`src/hw/rtl/jaccard_distance_matrix_assert.svh`:
```
// ----------------------------------------------------------------------------
// jaccard distance matrix assertion macros
// concurrent checks that compile away when SYNTH is defined
// ----------------------------------------------------------------------------
`ifndef JACCARD_DISTANCE_MATRIX_ASSERT_SVH
`define JACCARD_DISTANCE_MATRIX_ASSERT_SVH
`ifndef SYNTH
`define JDM_ASSERT(lbl, clk, rst, prop, msg) \
   lbl: assert property (@(posedge clk) disable iff (rst) prop) else $error(msg);
`define JDM_ASSERT_ALWAYS(lbl, clk, prop, msg) \
   lbl: assert property (@(posedge clk) prop) else $error(msg);
`else
`define JDM_ASSERT(lbl, clk, rst, prop, msg)
`define JDM_ASSERT_ALWAYS(lbl, clk, prop, msg)
`endif
`endif

```
`src/hw/rtl/jdm_pkg.sv`:
```
// ----------------------------------------------------------------------------
// jdm_pkg
// shared constants and types of the jaccard distance matrix block
// ----------------------------------------------------------------------------
package jdm_pkg;

   localparam int DEF_MAX_ROWS = 512;
   localparam int DEF_MAX_COLS = 64;

   localparam int SAMPLE_W    = 32;
   localparam int COLUMN_W    = 6;
   localparam int COL_COUNT_W = 7;
   localparam int ROW_COUNT_W = 10;
   localparam int CSR_DATA_W  = 10;
   localparam int FRAC_W      = 16;
   localparam int DIST_W      = FRAC_W + 1;
   localparam int STEP_CNT_W  = 5;

   localparam logic [COL_COUNT_W-1:0] RESET_COL_COUNT = 7'd64;
   localparam logic [ROW_COUNT_W-1:0] RESET_ROW_COUNT = 10'd512;

   localparam logic CSR_COL_COUNT = 1'b0;
   localparam logic CSR_ROW_COUNT = 1'b1;

   localparam logic KIND_LOAD    = 1'b0;
   localparam logic KIND_REQUEST = 1'b1;

   typedef struct packed {
      logic              done;
      logic [DIST_W-1:0] quotient;
   } div_result_type;

endpackage

```
`src/hw/rtl/jdm_loader.sv`:
```
// ----------------------------------------------------------------------------
// jdm_loader
// builds each row bit vector and writes it to the row memory per beat
// ----------------------------------------------------------------------------
module jdm_loader #(
   parameter int MAX_ROWS = jdm_pkg::DEF_MAX_ROWS,
   parameter int MAX_COLS = jdm_pkg::DEF_MAX_COLS,
   parameter int ROW_AW   = (MAX_ROWS > 1) ? $clog2(MAX_ROWS) : 1
) (
   input  logic                                 clock,
   input  logic                                 reset,
   input  logic                                 load,
   input  logic signed [jdm_pkg::SAMPLE_W-1:0]  sample,
   input  logic [jdm_pkg::COL_COUNT_W-1:0]      cols_eff,
   input  logic [jdm_pkg::ROW_COUNT_W-1:0]      rows_eff,
   output logic                                 wr_en,
   output logic [ROW_AW-1:0]                    wr_addr,
   output logic [MAX_COLS-1:0]                  wr_data
);
   import jdm_pkg::*;

   logic [MAX_COLS-1:0]    acc_ff, acc_in;
   logic [COLUMN_W-1:0]    load_col_ff, load_col_in;
   logic [ROW_COUNT_W-1:0] load_row_ff, load_row_in;
   logic                   pos;
   logic [COL_COUNT_W-1:0] col_next;
   logic [ROW_COUNT_W-1:0] row_next;
   logic [31:0]            row_wide;

   assign pos      = (sample != '0) && !sample[SAMPLE_W-1];
   assign col_next = {1'b0, load_col_ff} + 7'd1;
   assign row_next = load_row_ff + 10'd1;
   assign row_wide = 32'(load_row_ff);

   always_comb begin
      for (int m = 0; m < MAX_COLS; m++) begin
         acc_in[m] = ((load_col_ff != '0) && acc_ff[m])
                   || (pos && (load_col_ff == COLUMN_W'(m)));
      end
   end

   always_comb begin
      load_col_in = load_col_ff;
      load_row_in = load_row_ff;
      if (load) begin
         if (col_next >= cols_eff) begin
            load_col_in = '0;
            load_row_in = (row_next >= rows_eff) ? '0 : row_next;
         end else begin
            load_col_in = col_next[COLUMN_W-1:0];
         end
      end
   end

   always_ff @(posedge clock) begin
      if (reset) begin
         load_col_ff <= '0;
         load_row_ff <= '0;
      end else begin
         load_col_ff <= load_col_in;
         load_row_ff <= load_row_in;
      end
      if (load) begin
         acc_ff <= acc_in;
      end
   end

   assign wr_en   = load && (row_wide < 32'(MAX_ROWS));
   assign wr_addr = row_wide[ROW_AW-1:0];
   assign wr_data = acc_in;

endmodule

```
`config.mk`:
```
export PLATFORM = sky130hd
export DESIGN_NAME = jdm_loader
export DESIGN_NICKNAME = d
export VERILOG_FILES = /design/src/hw/rtl/jaccard_distance_matrix_assert.svh /design/src/hw/rtl/jdm_pkg.sv /design/src/hw/rtl/jdm_loader.sv
export SDC_FILE = /design/constraint.sdc
export NUM_CORES = 1
export LEC_CHECK = 0
export BUFFER_PORTS_ARGS = -buffer_cell sky130_fd_sc_hd__buf_2
export CORE_ASPECT_RATIO = 1.25
export CORE_MARGIN = 2
export CORE_UTILIZATION = 56
export CTS_BUF_LIST = sky130_fd_sc_hd__clkbuf_8 sky130_fd_sc_hd__clkbuf_16
export CTS_CLUSTER_SIZE = 28
export DETAILED_ROUTE_END_ITERATION = 6
export PLACE_DENSITY = 0.95
export REMOVE_ABC_BUFFERS = 1
export SETUP_SLACK_MARGIN = 0.4
export SLEW_MARGIN = 20
export SYNTH_ARGS = -nofsm -noshare
export SYNTH_HDL_FRONTEND = slang
export SYNTH_SLANG_ARGS = --single-unit
```
`constraint.sdc`:
```
create_clock -name clock -period 6.3 [get_ports clock]
set_input_delay 0.945 -clock clock [delete_from_list [all_inputs] [get_ports clock]]
set_output_delay 0.945 -clock clock [all_outputs]
set_load 0.1 [all_outputs]
```
==> results.ini, run 1 <==
[status]
status = finished clean

[clocking]
clk_pin_slew_ps = 80
cts_tree = done
clock_path_buffers = 2
clock_latency_ps = 360
hold_buffers = 0
cts_resized = 0
cts_buffers = 9
cts_setup_buffers = 0
clock-root-buffer = clkbuf_8
htree_levels = 3
clock_sinks = 80

[synthesis]
ys_ff_latch = 80
yosys_warnings = 0
yosys.area.top_type = edfxtp_1
seq_area_frac_synth_pct = 54.2
ys_top_cells_by_area = edfxtp_1, o21ai_0, dfxtp_1
async_flop_share_pct = 0
syn_area_per_cell_sq_um = 10.1
synth-edff-count = 64
synth_area_sq_um = 4140
ys_types = 42
syn_inst = 408
synth_most_common_cell = nand2_1
yosysTopAreaCellShare_pct = 46.5
synth-main-ff-cell = edfxtp_1
ys_top_cells_by_count = nand2_1, o21ai_0, edfxtp_1, inv_1, ha_1

[timing]
finalHoldViolCount = 0
tns_ps = 0
skew_ps = 17.7
worstMarginPinSlew_ps = 914
setup_viol = 0
fmax_ghz = 0.261
max_slew_margin_pct = 39.1
finalCritPeriodShare_pct = 60.9
fin_crit_ps = 3840
rsz0062_at_grt = no
timing.hold.ws_ps = 510
fin_ws_ps = 2460
slew_violations = 0

[floorplanning]
die_w_um = 80.9
die_y_um = 100
boundaryPins = 126
row_count = 35
die_area_sq_um = 8090
start_util_pct = 56.9
coreArea_sq_um = 7270

[worst_setup_path]
crit_family = simple AND/OR/NAND/NOR gates
worstPathRequired_ps = 5350
arrival_ps = 2890
cp_cell_sequence = buf_2 -> or4_4 -> nor4_4 -> a41oi_4 -> nand3b_2 -> o21ai_0 -> buf_2
critical_path.startpoint = sample[18]
critPathBufInv = 2
critPathSlowestCell = or4_4
worstSetupStartpointType = input pin
worst_path_largest_cell_delay_ps = 540
regToRegStartpoint = load_row_ff[0]
critPathKind = in -> out
cp-end-kind = output pin
worstPathMaxFanout = 16
crit_top_cell = buf_2

[power_and_ir_drop]
total_power_uw = 1430
irDropWorstVdd_mv = 0.166
pwr_density_cell_nw_per_um2 = 289
p_leak_uw = 0.00222

[route]
wl_um = 9810
num_vias = 3540
drt-pass1-iter-count = 5
ant_nets = 0
drt-initial-drc-count = 230
vias_per_cell = 5.73
wl_per_cell_um = 15.9
drc = 0

[place]
placed_cell_area_sq_um = 4750
place_congestion = 0.835
hpwl_um = 7230
port_buffers = 125
pre_cts_ws_ps = 2460

[global_routing]
gr-total-overflow = 0
grt_max_degree = 71
antenna_found_initial = 0
gr-usage-all-layers_pct = 24.4
grt_pass1_vias = 3337
grt_pass1_wl_um = 15400

[final_layout]
n_antenna_cell = 0
fin_nets = 595
final_cell_area_sq_um = 4930
drive_gt1_share_pct = 29.5
area_delta_synth_final_pct = 19.3

[run]
drv_cap = 0

[min_path]
holdCritStartpoint = load_row_ff[9]
hp-class = reg -> reg

## worst paths after layout
kind | endpoint | cells past startpoint | slack [ps]
max | wr_data[39] | 7 | 2460
min | load_row_ff[9] | 2 | 510
max reg2reg | load_row_ff[2] | 11 | 2940
min reg2reg | load_row_ff[9] | 2 | 510
## layer usage
metal  track usage, %  vias to the layer above  routed length, um
li1                 -                     1668                  -
met1             28.7                     1687               3780
met2             41.5                      160               4970
met3             6.74                       25                794
met4             10.6                        0                262
met5                0                        -                  0
## power breakdown
group | switching [uW] | leakage [uW] | total [uW] | internal [uW]
clock | 203 | 0.0000925 | 353 | 150
combinational | 382 | 0.00135 | 448 | 65.7
sequential | 12.6 | 0.000786 | 626 | 614
## registers in the layout, summed over array words and instances (netlist names)
name         flops
load_row_ff     10
load_col_ff      6
acc_ff          64
## cell families after synthesis
family	Yosys count	synth area share, %
adder cells (fa/ha/maj)	22	6.65
buffers and inverters	62	6.99
AO/OA/AOI/OAI	90	12.5
AND/OR/NAND/NOR	136	15.7
flip-flops	80	54.2
XOR/XNOR	15	3.18
multiplexers	3	0.756
## layout make-up
cell class                      instances  area [sq um]
Clock buffer                            9           124
Clock inverter                          7          58.8
Fill cell                             551          2340
Inverter                               36           135
Multi-Input combinational cell        266          1610
Sequential cell                        80          2240
Tap cell                               92           115
Timing Repair Buffer                  128           648
## stage by stage
stage,utilization (%),cells
after floorplan,-,382
after global placement,65.4,602
after detailed placement,65.4,602
after CTS,67.9,618
after global routing,67.9,618
final,67.9,618
## worst reg2reg max path: stages, from the launching register on
cell	delay [ps]
dfxtp_1	430
ha_1	270
nand4_1	170
or2_2	340
xnor2_1	200
inv_1	80
ha_1	200
a211oi_1	290
nor2_1	80
nor3_1	280
nand4b_1	460
o311ai_0	450
## cells in the final DEF (no fill, tap or decap), types with 3 or more instances in the layout
master	netlist	layout
a211oi_1	4	4
a21oi_1	3	3
buf_2	0	125
buf_4	11	3
clkbuf_8	0	9
dfxtp_1	16	16
edfxtp_1	64	64
ha_1	22	22
inv_1	36	36
inv_6	0	3
nand2_1	80	80
nand3_1	10	9
nand4_1	6	6
nor2_1	14	14
nor2b_1	3	3
nor3_1	3	3
nor4_1	6	6
o211ai_1	3	3
o21ai_0	66	66
o22ai_1	7	7
xnor2_1	10	10
xor2_1	5	5
(Power assumes the default switching activity.)
==> inputs of run 2 (changes only) <==
--- a/config.mk
+++ b/config.mk
@@ -8,11 +8,11 @@
 export BUFFER_PORTS_ARGS = -buffer_cell sky130_fd_sc_hd__buf_2
 export CORE_ASPECT_RATIO = 1.25
 export CORE_MARGIN = 2
-export CORE_UTILIZATION = 56
+export CORE_UTILIZATION = 52
 export CTS_BUF_LIST = sky130_fd_sc_hd__clkbuf_8 sky130_fd_sc_hd__clkbuf_16
 export CTS_CLUSTER_SIZE = 28
 export DETAILED_ROUTE_END_ITERATION = 6
-export PLACE_DENSITY = 0.95
+export PLACE_DENSITY = 0.91
 export REMOVE_ABC_BUFFERS = 1
 export SETUP_SLACK_MARGIN = 0.4
 export SLEW_MARGIN = 20
==> constraint.sdc (replaced) <==
create_clock -name clock -period 3.65 [get_ports clock]
set_input_delay 0.5475 -clock clock [delete_from_list [all_inputs] [get_ports clock]]
set_output_delay 0.5475 -clock clock [all_outputs]
set_load 0.1 [all_outputs]
==> run 2 against run 1 <==
Net effect:
- utilization down 3.2 points
- sequential share of layout area down 0.67 points
- sequential power up 73%
- flip-flop and latch count unchanged
- via count down 3.1%
- combinational power up 74%
- clock skew down 7.3 ps
- hold slack better by 22 ps
- clock-buffer cell count unchanged
- critical endpoint is now wr_data[32]
- highest routed layer unchanged
==> results.ini, run 2 (synthesized netlist as in run 1, its figures left out) <==
[worst_setup_path]
worstPathRequired_ps = 3100  ; -2250 ps
worstPathMaxFanout = 16  ; unchanged
worstSetupStartpointType = input pin
regToRegStartpoint = load_col_ff[0]
arrival_ps = 2560  ; -330 ps
rr_worst_depth = 10  ; -1
critPathKind = in -> out
rrSetupSlack_ps = 620  ; -2320 ps
cp-end-kind = output pin
timing.rr.end = load_row_ff[9]

[clocking]
cts_tree = done
clk_pin_slew_ps = 80  ; about the same
clock_latency_ps = 350  ; about the same
clock_sinks = 80  ; unchanged
htree_levels = 3  ; unchanged
cts_buffers = 9  ; unchanged
clock_path_buffers = 2  ; unchanged
clock-root-buffer = clkbuf_8

[floorplanning]
die_area_sq_um = 8690  ; +7.3%
die_y_um = 104  ; +3.6%
row_count = 36  ; +2.9%
coreArea_sq_um = 7750  ; +6.6%
die_w_um = 83.8  ; +3.6%
start_util_pct = 53.4  ; -3.5 points
boundaryPins = 126  ; unchanged

[global_routing]
grt_pass1_wl_um = 16400  ; +7.0%
gr-total-overflow = 0  ; unchanged
gr-usage-all-layers_pct = 23.3  ; -1.1 points
grt_pass1_vias = 3465  ; +3.8%
grt_max_degree = 45  ; -37%
antenna_found_initial = 0  ; unchanged

[timing]
worstMarginPinSlew_ps = 644  ; -270 ps
setup_viol = 0  ; unchanged
slew_violations = 0  ; unchanged
fmax_ghz = 0.322
max_slew_margin_pct = 57.1  ; +18 points
fin_ws_ps = 547  ; -1920 ps
fin_crit_ps = 3100
finalCritPeriodShare_pct = 85.0
timing.hold.ws_ps = 532  ; +22.1 ps
finalHoldViolCount = 0  ; unchanged
rsz0062_at_grt = no
tns_ps = 0  ; unchanged
skew_ps = 10.4  ; -7.29 ps

[place]
port_buffers = 125  ; unchanged
pre_cts_ws_ps = 535  ; -1920 ps
place_congestion = 0.874  ; +4.6%
hpwl_um = 7360  ; +1.7%

[final_layout]
finalCoreUtilization_pct = 64.6  ; -3.2 points
largest_register = acc_ff
layout_commonest_cell = buf_2
fin_nets = 598  ; +0.50%
drive_gt1_share_pct = 30.2  ; +0.78 points
n_antenna_cell = 0  ; unchanged
final_cell_mix = buf_2, nand2_1, o21ai_0
reg_top3 = acc_ff x64, load_row_ff x10, load_col_ff x6
largest_reg_flops = 64  ; unchanged
area_delta_synth_final_pct = 21.1

[route]
vias_per_cell = 5.50  ; -4.0%
drt-pass1-iter-count = 4  ; -1
num_vias = 3430  ; -3.1%
drt-initial-drc-count = 190  ; -17%
wl_per_cell_um = 16.2  ; +2.0%
drc = 0  ; unchanged
ant_nets = 0  ; unchanged
wl_um = 10100  ; +3.0%

[run]
drv_cap = 0  ; unchanged

[power_and_ir_drop]
total_power_uw = 2580  ; +81%
irDropWorstVdd_mv = 0.352  ; +110%
p_leak_uw = 0.00225  ; +1.3%
pwr_density_cell_nw_per_um2 = 516  ; +78%

[min_path]
holdCritStartpoint = load_row_ff[7]
hold_path_depth = 2  ; unchanged
hp-class = reg -> reg
hold-path-endpoint = load_row_ff[7]

[status]
status = finished clean

==> run 2: how the worst max path moves through the flow <==
stage,depth (start not counted),end,slack [ps],startpoint
2_1_floorplan,5,acc_ff[32],-450,sample[11]
3_3_place_gp,7,wr_data[32],620,sample[18]
3_5_place_dp,7,wr_data[35],530,sample[18]
4_1_cts,10,load_row_ff[9],510,load_col_ff[0]
5_1_grt,10,load_row_ff[8],390,load_col_ff[0]
6_report,7,wr_data[32],550,sample[18]
==> run 2: critical path, stage by stage <==
cell	delay (ps)
buf_2	90
or4_4	530
nor4_4	210
a41oi_4	230
nand3b_2	380
o21ai_0	210
buf_2	340
==> run 2: final cells by class <==
type | count | area [sq um]
clock inverter | 7 | 93.8
multi-input combinational | 266 | 1620
sequential | 80 | 2240
tap | 95 | 119
clock buffer | 9 | 124
timing repair buffer | 131 | 671
fill | 594 | 2740
inverter | 36 | 135
==> run 2: metrics by stage <==
stage | area (sq um) | cells
2_1_floorplan | 3980 | 382
5_1_grt | 5010 | 624
4_1_cts | 4980 | 622
3_3_place_gp | 4760 | 606
6_report | 5010 | 624
3_5_place_dp | 4760 | 606
==> run 2: timing repair <==
action                     in CTS  in global routing
resized for setup               0                  3
hold buffers                    0                  0
setup buffers                   0                  2
setup endpoints to repair       0                 16
==> run 2: report_power, final <==
| group | switching, uW | internal (uW) | total, uW |
|---|---|---|---|
| Clock | 336 | 387 | 722 |
| Sequential | 21.9 | 1060 | 1080 |
| Combinational | 662 | 116 | 778 |
| Total | 1020 | 1560 | 2580 |
==> run 2: metal layers <==
layer	share of wire [%]	up-vias	global-route usage [%]
met3	8.3	13	5.58
met4	1.1	0	8.76
met2	52	149	40.6
li1	-	1660	-
met1	39	1608	27.8
met5	0	-	0
