<file path="config.mk">
export PLATFORM = sky130hd
export DESIGN_NAME = jdm_divider
export DESIGN_NICKNAME = d
export VERILOG_FILES = /design/src/hw/rtl/jdm_pkg.sv /design/src/hw/rtl/jdm_divider.sv
export VERILOG_INCLUDE_DIRS = /design/src /design/src/hw/rtl
export SDC_FILE = /design/constraint.sdc
export NUM_CORES = 1
export LEC_CHECK = 0
export BUFFER_PORTS_ARGS = -buffer_cell sky130_fd_sc_hd__buf_2
export CAP_MARGIN = 10
export CORE_UTILIZATION = 55
export DETAILED_ROUTE_END_ITERATION = 6
export MAX_ROUTING_LAYER = met4
export PLACE_DENSITY_LB_ADDON = 0.3
export SYNTH_ARGS = -nofsm -noshare
export SYNTH_HDL_FRONTEND = slang
export SYNTH_SLANG_ARGS = --single-unit
</file>
<file path="constraint.sdc">
create_clock -name clock -period 2.77 [get_ports clock]
set_input_delay 0.1385 -clock clock [delete_from_list [all_inputs] [get_ports clock]]
set_output_delay 0.1385 -clock clock [all_outputs]
set_load 0.01 [all_outputs]
</file>
<file path="src/hw/rtl/jaccard_distance_matrix_assert.svh">
// ----------------------------------------------------------------------------
// jaccard distance matrix assertion macros
// concurrent checks that compile away when SYNTH is defined
// ----------------------------------------------------------------------------
`ifndef JACCARD_DISTANCE_MATRIX_ASSERT_SVH
`define JACCARD_DISTANCE_MATRIX_ASSERT_SVH
`ifndef SYNTH
`define JDM_ASSERT(lbl, clk, rst, prop, msg) \
   lbl: assert property (@(posedge clk) disable iff (rst) prop) else $error(msg);
`define JDM_ASSERT_ALWAYS(lbl, clk, prop, msg) \
   lbl: assert property (@(posedge clk) prop) else $error(msg);
`else
`define JDM_ASSERT(lbl, clk, rst, prop, msg)
`define JDM_ASSERT_ALWAYS(lbl, clk, prop, msg)
`endif
`endif

</file>
<file path="src/hw/rtl/jdm_pkg.sv">
// ----------------------------------------------------------------------------
// jdm_pkg
// shared constants and types of the jaccard distance matrix block
// ----------------------------------------------------------------------------
package jdm_pkg;

   localparam int DEF_MAX_ROWS = 512;
   localparam int DEF_MAX_COLS = 64;

   localparam int SAMPLE_W    = 32;
   localparam int COLUMN_W    = 6;
   localparam int COL_COUNT_W = 7;
   localparam int ROW_COUNT_W = 10;
   localparam int CSR_DATA_W  = 10;
   localparam int FRAC_W      = 16;
   localparam int DIST_W      = FRAC_W + 1;
   localparam int STEP_CNT_W  = 5;

   localparam logic [COL_COUNT_W-1:0] RESET_COL_COUNT = 7'd64;
   localparam logic [ROW_COUNT_W-1:0] RESET_ROW_COUNT = 10'd512;

   localparam logic CSR_COL_COUNT = 1'b0;
   localparam logic CSR_ROW_COUNT = 1'b1;

   localparam logic KIND_LOAD    = 1'b0;
   localparam logic KIND_REQUEST = 1'b1;

   typedef struct packed {
      logic              done;
      logic [DIST_W-1:0] quotient;
   } div_result_type;

endpackage

</file>
<file path="src/hw/rtl/jdm_divider.sv">
// ----------------------------------------------------------------------------
// jdm_divider
// restoring divider, one quotient bit per cycle, unsigned q1.16 ratio
// ----------------------------------------------------------------------------
`include "jaccard_distance_matrix_assert.svh"

module jdm_divider #(
   parameter int CNT_W = 10
) (
   input  logic                    clock,
   input  logic                    reset,
   input  logic                    start,
   input  logic [CNT_W-1:0]        dividend,
   input  logic [CNT_W-1:0]        divisor,
   output jdm_pkg::div_result_type result
);
   import jdm_pkg::*;

   logic                  run_ff, run_in;
   logic                  done_ff, done_in;
   logic [STEP_CNT_W-1:0] step_ff, step_in;
   logic [CNT_W:0]        rem_ff, rem_in;
   logic [CNT_W-1:0]      den_ff;
   logic [DIST_W-1:0]     quo_ff, quo_in;
   logic [DIST_W-1:0]     q_ff;
   logic                  ge;
   logic [CNT_W:0]        rem_sub;

   assign ge      = rem_ff >= {1'b0, den_ff};
   assign rem_sub = ge ? (rem_ff - {1'b0, den_ff}) : rem_ff;
   assign quo_in  = {quo_ff[DIST_W-2:0], ge};

   always_comb begin
      run_in  = run_ff;
      done_in = 1'b0;
      step_in = step_ff;
      rem_in  = rem_ff;
      if (start) begin
         run_in  = 1'b1;
         step_in = '0;
         rem_in  = {1'b0, dividend};
      end else if (run_ff) begin
         rem_in  = {rem_sub[CNT_W-1:0], 1'b0};
         step_in = step_ff + 5'd1;
         if (step_ff == STEP_CNT_W'(DIST_W - 1)) begin
            run_in  = 1'b0;
            done_in = 1'b1;
         end
      end
   end

   always_ff @(posedge clock) begin
      if (reset) begin
         run_ff  <= 1'b0;
         done_ff <= 1'b0;
      end else begin
         run_ff  <= run_in;
         done_ff <= done_in;
      end
      step_ff <= step_in;
      rem_ff  <= rem_in;
      if (start) begin
         den_ff <= divisor;
         quo_ff <= '0;
      end else if (run_ff) begin
         quo_ff <= quo_in;
      end
      if (done_in) begin
         q_ff <= quo_in;
      end
   end

   assign result.done     = done_ff;
   assign result.quotient = q_ff;

   `JDM_ASSERT(a_div_no_restart, clock, reset, start |-> !run_ff, "divider restarted while running")
   `JDM_ASSERT(a_div_done_after_run, clock, reset, done_ff |-> $past(run_ff) && !run_ff, "divider done without a run")

endmodule

</file>
==> run summary, run 1 <==
The worst setup path is launched from a flip-flop. The required time at the endpoint of the critical path came out at 2.86 ns. The count of yosys warnings during synthesis is 0. The register area came out at 0.001592 mm^2. The core area is 0.004755 mm^2. After detailed routing, the total wire length is 4.850 mm. In this run the remaining antenna-violating nets after routing total 0. The top-level port count is 41. The pre-CTS setup slack is 0.3159 ns. After synthesis, the largest family of logic cells by area is simple AND/OR/NAND/NOR gates. The setup slack after layout is 0.2931 ns. The number of clock sinks seen by CTS is 61. The number of antenna violations at the first check in global routing came to 0. The routability congestion estimate from global placement came out at 0.9053. The site row count is 25.

The tool flagged a number of max-cap violations equal to 0. In this run the worst hold path is classified as in2reg. The adder and majority cell fraction of the synthesized area is 6.256%. In this run the power density over the cells is 688.1 mW/mm^2.

The multi-input combinational cells in the finished layout cover a total of 0.001018 mm^2. The initial core utilization came out at 57.21%. The number of cells on the worst reg-to-reg path is 7. The total setup buffers inserted after CTS came out at 0. The violation count after the first detailed-routing iteration came out at 70. The detailed router placed 1838 vias in this run.

The area growth from synthesis to layout is 20.06%. Sequential elements use 58.51% of the synthesized area. The number of storage elements in the synthesis netlist is 61.

Setup repair after global routing left no endpoint under its margin. For the pin with the worst max-slew slack, the measured transition is just under 0.5 ns. The latest clock arrival within the worst-skew pair is 0.34 ns. The worst register-to-register path ends at rem_ff[2]$_DFFE_PP_.

Input and output buffers added on the ports amount to 40. The maximum number of pins on one net before global-route repair is 45. Global routing used 21.62% of the available tracks. Clock skew on the completed layout was measured at 0.006223 ns. The number of antenna diodes in the final layout is 0. The dominant synthesized flop cell is sky130_fd_sc_hd__edfxtp_1.

The analysis attributes to cell leakage a power of 1.366 nW. The fraction of final layout cells sized beyond drive strength 1 is 21.92%. The net count of the finished layout is approximately 320. The combined area of all synthesized cells is 0.002720 mm^2. The level count of the clock H-tree is 3. The cell count after placement is ~330. The first TritonRoute pass finished after 4 iterations.

The final cell count without fillers came out at 359. The count of filler cells inserted in the layout came out at approximately 380. Setup total negative slack on the finished layout was measured at 0 ns. The floorplan die height came out at around 72 um. The proportion of register bits with asynchronous set or reset after synthesis is 0%. The chip width is 72.33 um. Detailed placement finished with a half-perimeter wire length of 3.252 mm. The worst register-to-register path begins at rem_ff[6]$_DFFE_PP_.

The number of setup violations in the final report is 0. For the finished layout, the period the worst path requires is 2.477 ns. TritonCTS built the clock tree. The synthesized netlist devotes 2.576% of its cell area to XOR and XNOR gates. For this run, the top clock speed supported by timing is roughly 0.4 GHz. The root buffer cell chosen for the clock tree is sky130_fd_sc_hd__clkbuf_8. The launching element of the worst setup path is rem_ff[6]$_DFFE_PP_. The clock-pin slew of the registers on the worst-case setup and hold paths is 0.07 ns.

The average wire per cell in the routed design is 13.51 um. The fraction of the mapped netlist area in compound gates came out at 7.958%. The proportion of synthesized area in mux cells came out at 9.660%. The number of nets in the synthesized netlist is about 270. The post-cts repair resize count came out at 0. The critical path is of the reg2reg type. After detailed routing, the number of remaining DRC violations is 0.

The number of distinct standard cells referenced by the synthesized netlist is 41. The post-cts hold buffer count came out at 11. The normalized max-slew margin came out at about two thirds. The number of buffers created by CTS came out at 9. The post-synthesis share of cell area spent on and, or, nand and nor gates is a little over a tenth. The register-to-register setup slack is between 0.2 and 0.3 ns. The number of buffers on the longest clock path came out at 2.

The total overflow reported by the global router is 0. The via count normalized by instance count is 5.120. For the worst setup path, the data arrival time is 2.57 ns. The max-slew violation count was 0. The post-route clock period utilization is 89.42%. The first-pass GRT wire length came out at a little under 8 mm. The peak fanout along the critical path came out at 13. The worst setup path is captured at a flip-flop. The critical path ends at rem_ff[2]$_DFFE_PP_. The via count of the first global-routing pass is approximately 1800. The cell count after synthesis came out at 231. The hold violation count in the final report is 0. The synthesized design contains 37 enable-type register cells.

A synthesized cell averages 11.78 um^2. The area of the die came out at 0.005231 mm^2. The worst vdd rail ir drop is 0.4572 mV. The flow ran to the end, and the final reports show no timing, DRC or antenna violations.

The final total power is roughly 2.2 mW.
## cells in the final DEF (no fill, tap or decap), types with 6 or more instances in the layout
master,Yosys,final
sky130_fd_sc_hd__ha_1,12,12
sky130_fd_sc_hd__nor2_1,34,34
sky130_fd_sc_hd__mux2i_1,24,24
sky130_fd_sc_hd__buf_2,1,40
sky130_fd_sc_hd__a21oi_1,8,8
sky130_fd_sc_hd__dfxtp_1,24,24
sky130_fd_sc_hd__nand2_1,12,12
sky130_fd_sc_hd__dlygate4sd3_1,0,11
sky130_fd_sc_hd__clkbuf_8,0,10
sky130_fd_sc_hd__edfxtp_1,37,37
sky130_fd_sc_hd__o21ai_1,6,6
sky130_fd_sc_hd__inv_1,17,17
## kinds of logic after synthesis
kind of cell	after synthesis
compound gates	32
xor+xnor	8
fa+ha+maj	13
buf+inv	26
flops	61
mux	26
simple gates	65
## metrics by stage
step | cell area [um^2] | hold slack, ns | util, %
after detailed placement | 2980 | 0.3170 | 62.68
after global placement | 2980 | 0.3147 | 62.68
after global routing | 3266 | 0.1006 | 68.68
after CTS | 3266 | 0.08742 | 68.68
after floorplan | 2720 | 0.2109 | -
final | 3266 | 0.09789 | 68.68
## critical path: stages, from the launching register on
cell and delay, ns:
sky130_fd_sc_hd__edfxtp_1 0.40, sky130_fd_sc_hd__ha_1 0.41, sky130_fd_sc_hd__nand4_2 0.15, sky130_fd_sc_hd__o31ai_2 0.29, sky130_fd_sc_hd__nor2b_1 0.11, sky130_fd_sc_hd__a21boi_4 0.44, sky130_fd_sc_hd__mux2i_1 0.14, sky130_fd_sc_hd__mux2_2 0.27
## cell usage after synthesis, types with 2 or more instances
| cell | instances | area share (%) |
|---|---|---|
| sky130_fd_sc_hd__ha_1 | 12 | 5.5 |
| sky130_fd_sc_hd__mux2i_1 | 24 | 8.8 |
| sky130_fd_sc_hd__o21ai_0 | 4 | 0.74 |
| sky130_fd_sc_hd__or3_1 | 2 | 0.46 |
| sky130_fd_sc_hd__inv_1 | 17 | 2.3 |
| sky130_fd_sc_hd__nand4_1 | 2 | 0.46 |
| sky130_fd_sc_hd__edfxtp_1 | 37 | 41 |
| sky130_fd_sc_hd__xor2_1 | 4 | 1.3 |
| sky130_fd_sc_hd__nor3_1 | 3 | 0.55 |
| sky130_fd_sc_hd__nand2_1 | 12 | 1.7 |
| sky130_fd_sc_hd__xnor2_1 | 4 | 1.3 |
| sky130_fd_sc_hd__nor2b_1 | 2 | 0.46 |
| sky130_fd_sc_hd__mux2_2 | 2 | 0.83 |
| sky130_fd_sc_hd__a21oi_1 | 8 | 1.5 |
| sky130_fd_sc_hd__a31oi_1 | 2 | 0.46 |
| sky130_fd_sc_hd__o21ai_1 | 6 | 1.1 |
| sky130_fd_sc_hd__a211oi_1 | 3 | 0.83 |
| sky130_fd_sc_hd__nand2b_1 | 4 | 0.92 |
| sky130_fd_sc_hd__nor2_1 | 34 | 4.7 |
| sky130_fd_sc_hd__dfxtp_1 | 24 | 18 |
| sky130_fd_sc_hd__clkbuf_1 | 5 | 0.69 |
## layout make-up
| class | instances | area share [%] |
|---|---|---|
| clock buffers | 10 | 4.215 |
| clock inverters | 6 | 1.149 |
| inverters | 17 | 1.954 |
| multi-input cells | 144 | 31.19 |
| flip-flops and latches | 61 | 48.74 |
| well taps | 67 | 2.567 |
| repair buffers | 54 | 10.19 |
## report_power, final
group          internal, mW  total (mW)  switching (mW)
Combinational         0.227       0.496           0.269
Sequential             1.02        1.05          0.0298
Clock                 0.345       0.697           0.352
## worst min path at each step
stage	start	end	slack, ns	cells after the start
after floorplan	reset	run_ff$_SDFF_PP0_	0.21	1
after detailed placement	divisor[7]	den_ff[7]$_DFFE_PP_	0.32	1
final	dividend[0]	rem_ff[0]$_SDFFCE_PN0P_	0.1	2
after global routing	dividend[2]	rem_ff[2]$_DFFE_PP_	0.10	2
after global placement	divisor[3]	den_ff[3]$_DFFE_PP_	0.31	1
after CTS	dividend[2]	rem_ff[2]$_DFFE_PP_	0.09	2
## state kept, by name, summed over array words and instances (netlist names)
name and flops:
quo_ff 16, step_ff 5, den_ff 10, rem_ff 11, run_ff 1, q_ff 17, done_ff 1
## metal layers
metal | vias to the layer above | wire length [um] | global-route usage, %
met5 | - | 0 | -
met4 | 0 | 116 | 13.07
met3 | 11 | 221 | 5.417
met2 | 45 | 2185 | 31.98
met1 | 856 | 2326 | 26.76
li1 | 926 | - | -
No activity file was read; power rests on OpenSTA's default activity.
==> run 2, diff against run 1 <==
Settings changed: ABC_AREA from default to 1.
==> run 2 against run 1 <==
Effect of this change: synthesized area rose by 4.5%; sequential share of layout area fell by 2.2 points; critical endpoint is now rem_ff[6]$_DFFE_PP_; routed wire length rose by 21%; largest power group unchanged; highest routed layer unchanged; core utilization rose by 1.9 points; largest cell class unchanged; first-iteration DRC count rose by 86%; combinational power rose by 15%.
==> run summary, run 2 <==
The dominant synthesized flop cell is sky130_fd_sc_hd__edfxtp_1. The peak fanout along the critical path was 12 (-1). The remaining antenna violation count after routing came to 0 (unchanged). The total global routing track utilization came out at 25.78% (+4.2 points). The max capacitance violation total is 0 (unchanged). The fraction of final layout cells sized beyond drive strength 1 is 18.01% (-3.9 points).

The cell with the most instances after synthesis is sky130_fd_sc_hd__nand2_1. The clock period minus final worst setup slack came out at 2.049 ns (-0.4279 ns). The number of vias after detailed routing came out at 2253 (+23%). Walking the worst path, the cells encountered are ha_1 -> nand2_1 -> nand3_1 -> nand2_1 -> nand4_2 -> nand3_1 -> nand3_1 -> nand2_1. The first-pass GRT wire length is 9.867 mm (+25%). After synthesis, the cell types taking the most area are sky130_fd_sc_hd__edfxtp_1, sky130_fd_sc_hd__dfxtp_1, sky130_fd_sc_hd__nand2_1, sky130_fd_sc_hd__inv_1, sky130_fd_sc_hd__ha_1. The total setup buffers inserted after CTS came to 0 (unchanged). The proportion of netlist area held by the largest area contributor came out at 39.08% (-1.8 points). In the layout the commonest cells are sky130_fd_sc_hd__nand2_1, sky130_fd_sc_hd__inv_1, sky130_fd_sc_hd__buf_2, sky130_fd_sc_hd__edfxtp_1, sky130_fd_sc_hd__nand3_1.

The count of port buffers added during placement is 40 (unchanged). The latest clock arrival within the worst-skew pair was 0.33 ns (about the same). The number of buffers on the longest clock path came out at 2 (unchanged). The floorplan die height is 73.89 um (+2.2%).

The required time at the endpoint of the critical path is 2.97 ns (+0.11 ns). The register area was 0.001592 mm^2 (unchanged). The total overflow reported by the global router came to 0 (unchanged). The post-route clock period utilization is 73.97% (-15 points). The number of remaining DRC errors came to 0 (unchanged). The actual slew at the worst max-slew pin is 0.4863 ns (-0.004999 ns). The violation count after the first detailed-routing iteration is 130 (+86%).

The level count of the clock H-tree is 3 (unchanged). The maximum number of pins on one net before global-route repair was 25 (-44%). STA classifies the critical path startpoint as a flip-flop. The via count of the first global-routing pass came out at 2258 (+29%).

The worst clock skew is 0.008996 ns (+0.002773 ns). The multi-input combinational cell area is 955.9 um^2 (-6.1%). The final total power is 2.454 mW (+9.2%). The top-level port count is 41 (unchanged). The number of nets in the synthesized netlist is 346 (+30%).

The final cell count without fillers came to 439 (+22%). The cell area after layout came out at 0.003421 mm^2 (+4.8%). The detailed-placement wirelength estimate was 3.939 mm (+21%). The number of distinct standard cells referenced by the synthesized netlist is 30 (-27%). The library cell used most frequently in the layout, excluding fill and tap cells, is sky130_fd_sc_hd__nand2_1. The hold violation count in the final report came out at 0 (unchanged). The highest clock rate came out at 0.4880 GHz (+21%). The site row count came out at 25 (unchanged). The proportion of register bits with asynchronous set or reset after synthesis is 0% (unchanged). The largest registers in the layout are q_ff x17, quo_ff x16, rem_ff x11.

The cell count after synthesis came out at 310 (+34%). The commonest cells after synthesis are sky130_fd_sc_hd__nand2_1, sky130_fd_sc_hd__inv_1, sky130_fd_sc_hd__edfxtp_1. The cell count after placement is 412 (+24%). The sum of negative setup slack was 0 ns (unchanged). The chip width is 73.89 um (+2.2%). The slowest stage of the critical path belongs to the cell sky130_fd_sc_hd__edfxtp_1.

The number of buffers created by CTS is 9 (unchanged). The clock-pin slew of the registers on the worst-case setup and hold paths came to 0.07 ns (about the same). The worst vdd rail ir drop was 0.5472 mV (+20%). The flow ran to the end, and the final reports show no timing, DRC or antenna violations. The power density normalized to cell area came out at 717.3 mW/mm^2 (+4.2%). The signed area change from the synthesized netlist to the final layout is 20.33%. The signal arrival time at the worst endpoint is 2.25 ns (-0.32 ns). The number of storage elements in the synthesis netlist came to 61 (unchanged).

The number of detailed-routing iterations run before antenna repair is 4 (unchanged). The critical path is of the reg2reg type. The number of antenna violations at the first check in global routing came to 0 (unchanged). The proportion of synthesized chip area in sequential cells is 55.99% (-2.5 points).

The post-synthesis area per instance came out at 9.170 um^2 (-22%). The count of yosys warnings during synthesis came out at 0 (unchanged). The cell area after placement is 0.003098 mm^2 (+3.9%).

The number of clock sinks seen by CTS is 61 (unchanged). The flip-flop count of the largest register, all copies and words added came to 17 (unchanged). STA classifies the critical path endpoint as a flip-flop. The count of buffering cells on the critical path with inverters included was 0 (unchanged).

The aggregate routed wire length is 5.892 mm (+21%). The via count normalized by instance count is 5.132 (+0.24%). The clock tree root driver cell is sky130_fd_sc_hd__clkbuf_8.

The area of the die is 0.005460 mm^2 (+4.4%). The core area is 0.004848 mm^2 (+2.0%). Setup repair after global routing left no endpoint under its margin. The final layout net count came out at 403 (+25%). q_ff holds more flip-flops than any other register. The average wire per cell in the routed design was 13.42 um (-0.65%).

The share of the core filled with cells is 70.55% (+1.9 points). The max-slew violation count was 0 (unchanged). The number of enable-type register cells in the synthesized netlist is 37 (unchanged). The static leakage came out at 1.569 nW (+15%). The count of filler cells inserted in the layout came out at 381 (-0.26%). The biggest cell delay along the critical path came out at 0.39 ns (-0.05 ns). Broken down by cell family, the worst path's largest delay share belongs to simple AND/OR/NAND/NOR gates. The initial core utilization was 58.63% (+1.4 points).

The diode insertion count for antenna repair came out at 0 (unchanged). The routability congestion estimate from global placement was 0.8643 (-4.5%). The combined area of all synthesized cells is 0.002843 mm^2 (+4.5%). TritonCTS built the clock tree. The normalized max-slew margin is 67.58% (+0.42 points). The min-delay analysis places its worst path in the category in2reg. The number of setup violations in the final report came to 0 (unchanged). The largest area contributor in the synthesized netlist is sky130_fd_sc_hd__edfxtp_1.
## run 2: cell count changes in the layout (fill, tap and decap cells not counted), sizes merged, moves of 10 or more
cell   before  now
inv        18   63
mux2i      24    0
nand2      12   73
nand3       1   26
nand4       3   13
nor2       34   17
o22ai       0   13
## run 2: kinds of logic after synthesis
family,after synthesis,share of synthesized area [%]
AO/OA/AOI/OAI,27,5.722
XOR/XNOR,3,0.9245
adder cells (fa/ha/maj),13,5.986
buffers and inverters,72,10.39
flip-flops,61,55.99
AND/OR/NAND/NOR,134,20.99
## run 2: worst paths after layout
kind                            from                   to  slack [ns]  cells after the start
max              rem_ff[2]$_DFFE_PP_  rem_ff[6]$_DFFE_PP_        0.72                      8
min                      dividend[1]  rem_ff[1]$_DFFE_PP_        0.07                      3
max reg2reg      rem_ff[2]$_DFFE_PP_  rem_ff[6]$_DFFE_PP_        0.72                      8
min reg2reg  quo_ff[12]$_SDFFE_PP0P_   q_ff[13]$_DFFE_PP_        0.43                      0
## run 2: metal layers
metal,wire [um],GRT usage [%],vias to the layer above
met4,170,13.89,0
met1,2402,29.32,1049
met2,2954,40.67,61
li1,-,-,1125
met3,366,7.956,18
met5,0,-,-
## run 2: metrics by stage
step                      hold slack (ns)  setup slack (ns)
after global placement             0.3150            0.8271
after CTS                         0.05693            0.7043
after floorplan                    0.2153            0.9910
after global routing              0.07393            0.5667
after detailed placement           0.3168            0.7754
final                             0.07247            0.7209
## run 2: final cells by class
class                           count  share of cell area, %
Clock buffer                       13                  4.938
Clock inverter                      3                  1.280
Inverter                           63                  6.913
Multi-Input combinational cell    177                  27.94
Sequential cell                    61                  46.53
Tap cell                           67                  2.451
Timing Repair Buffer               55                  9.949
## run 2: power breakdown
part	leakage [nW]	switching [mW]	internal (mW)
Clock	0.110	0.337	0.490
Sequential	0.551	0.0313	1.03
Combinational	0.908	0.353	0.217
## run 2: worst min-delay path, stage by stage
cell	delay (ns)
sky130_fd_sc_hd__buf_2	0.07
sky130_fd_sc_hd__nand2_1	0.04
sky130_fd_sc_hd__nand2_1	0.05
## run 2: timing repair
action                     4_1_cts  5_1_grt
setup endpoints to repair        0        0
hold buffers                    11        0
hold endpoints to repair        11        0
resized for setup                0        0
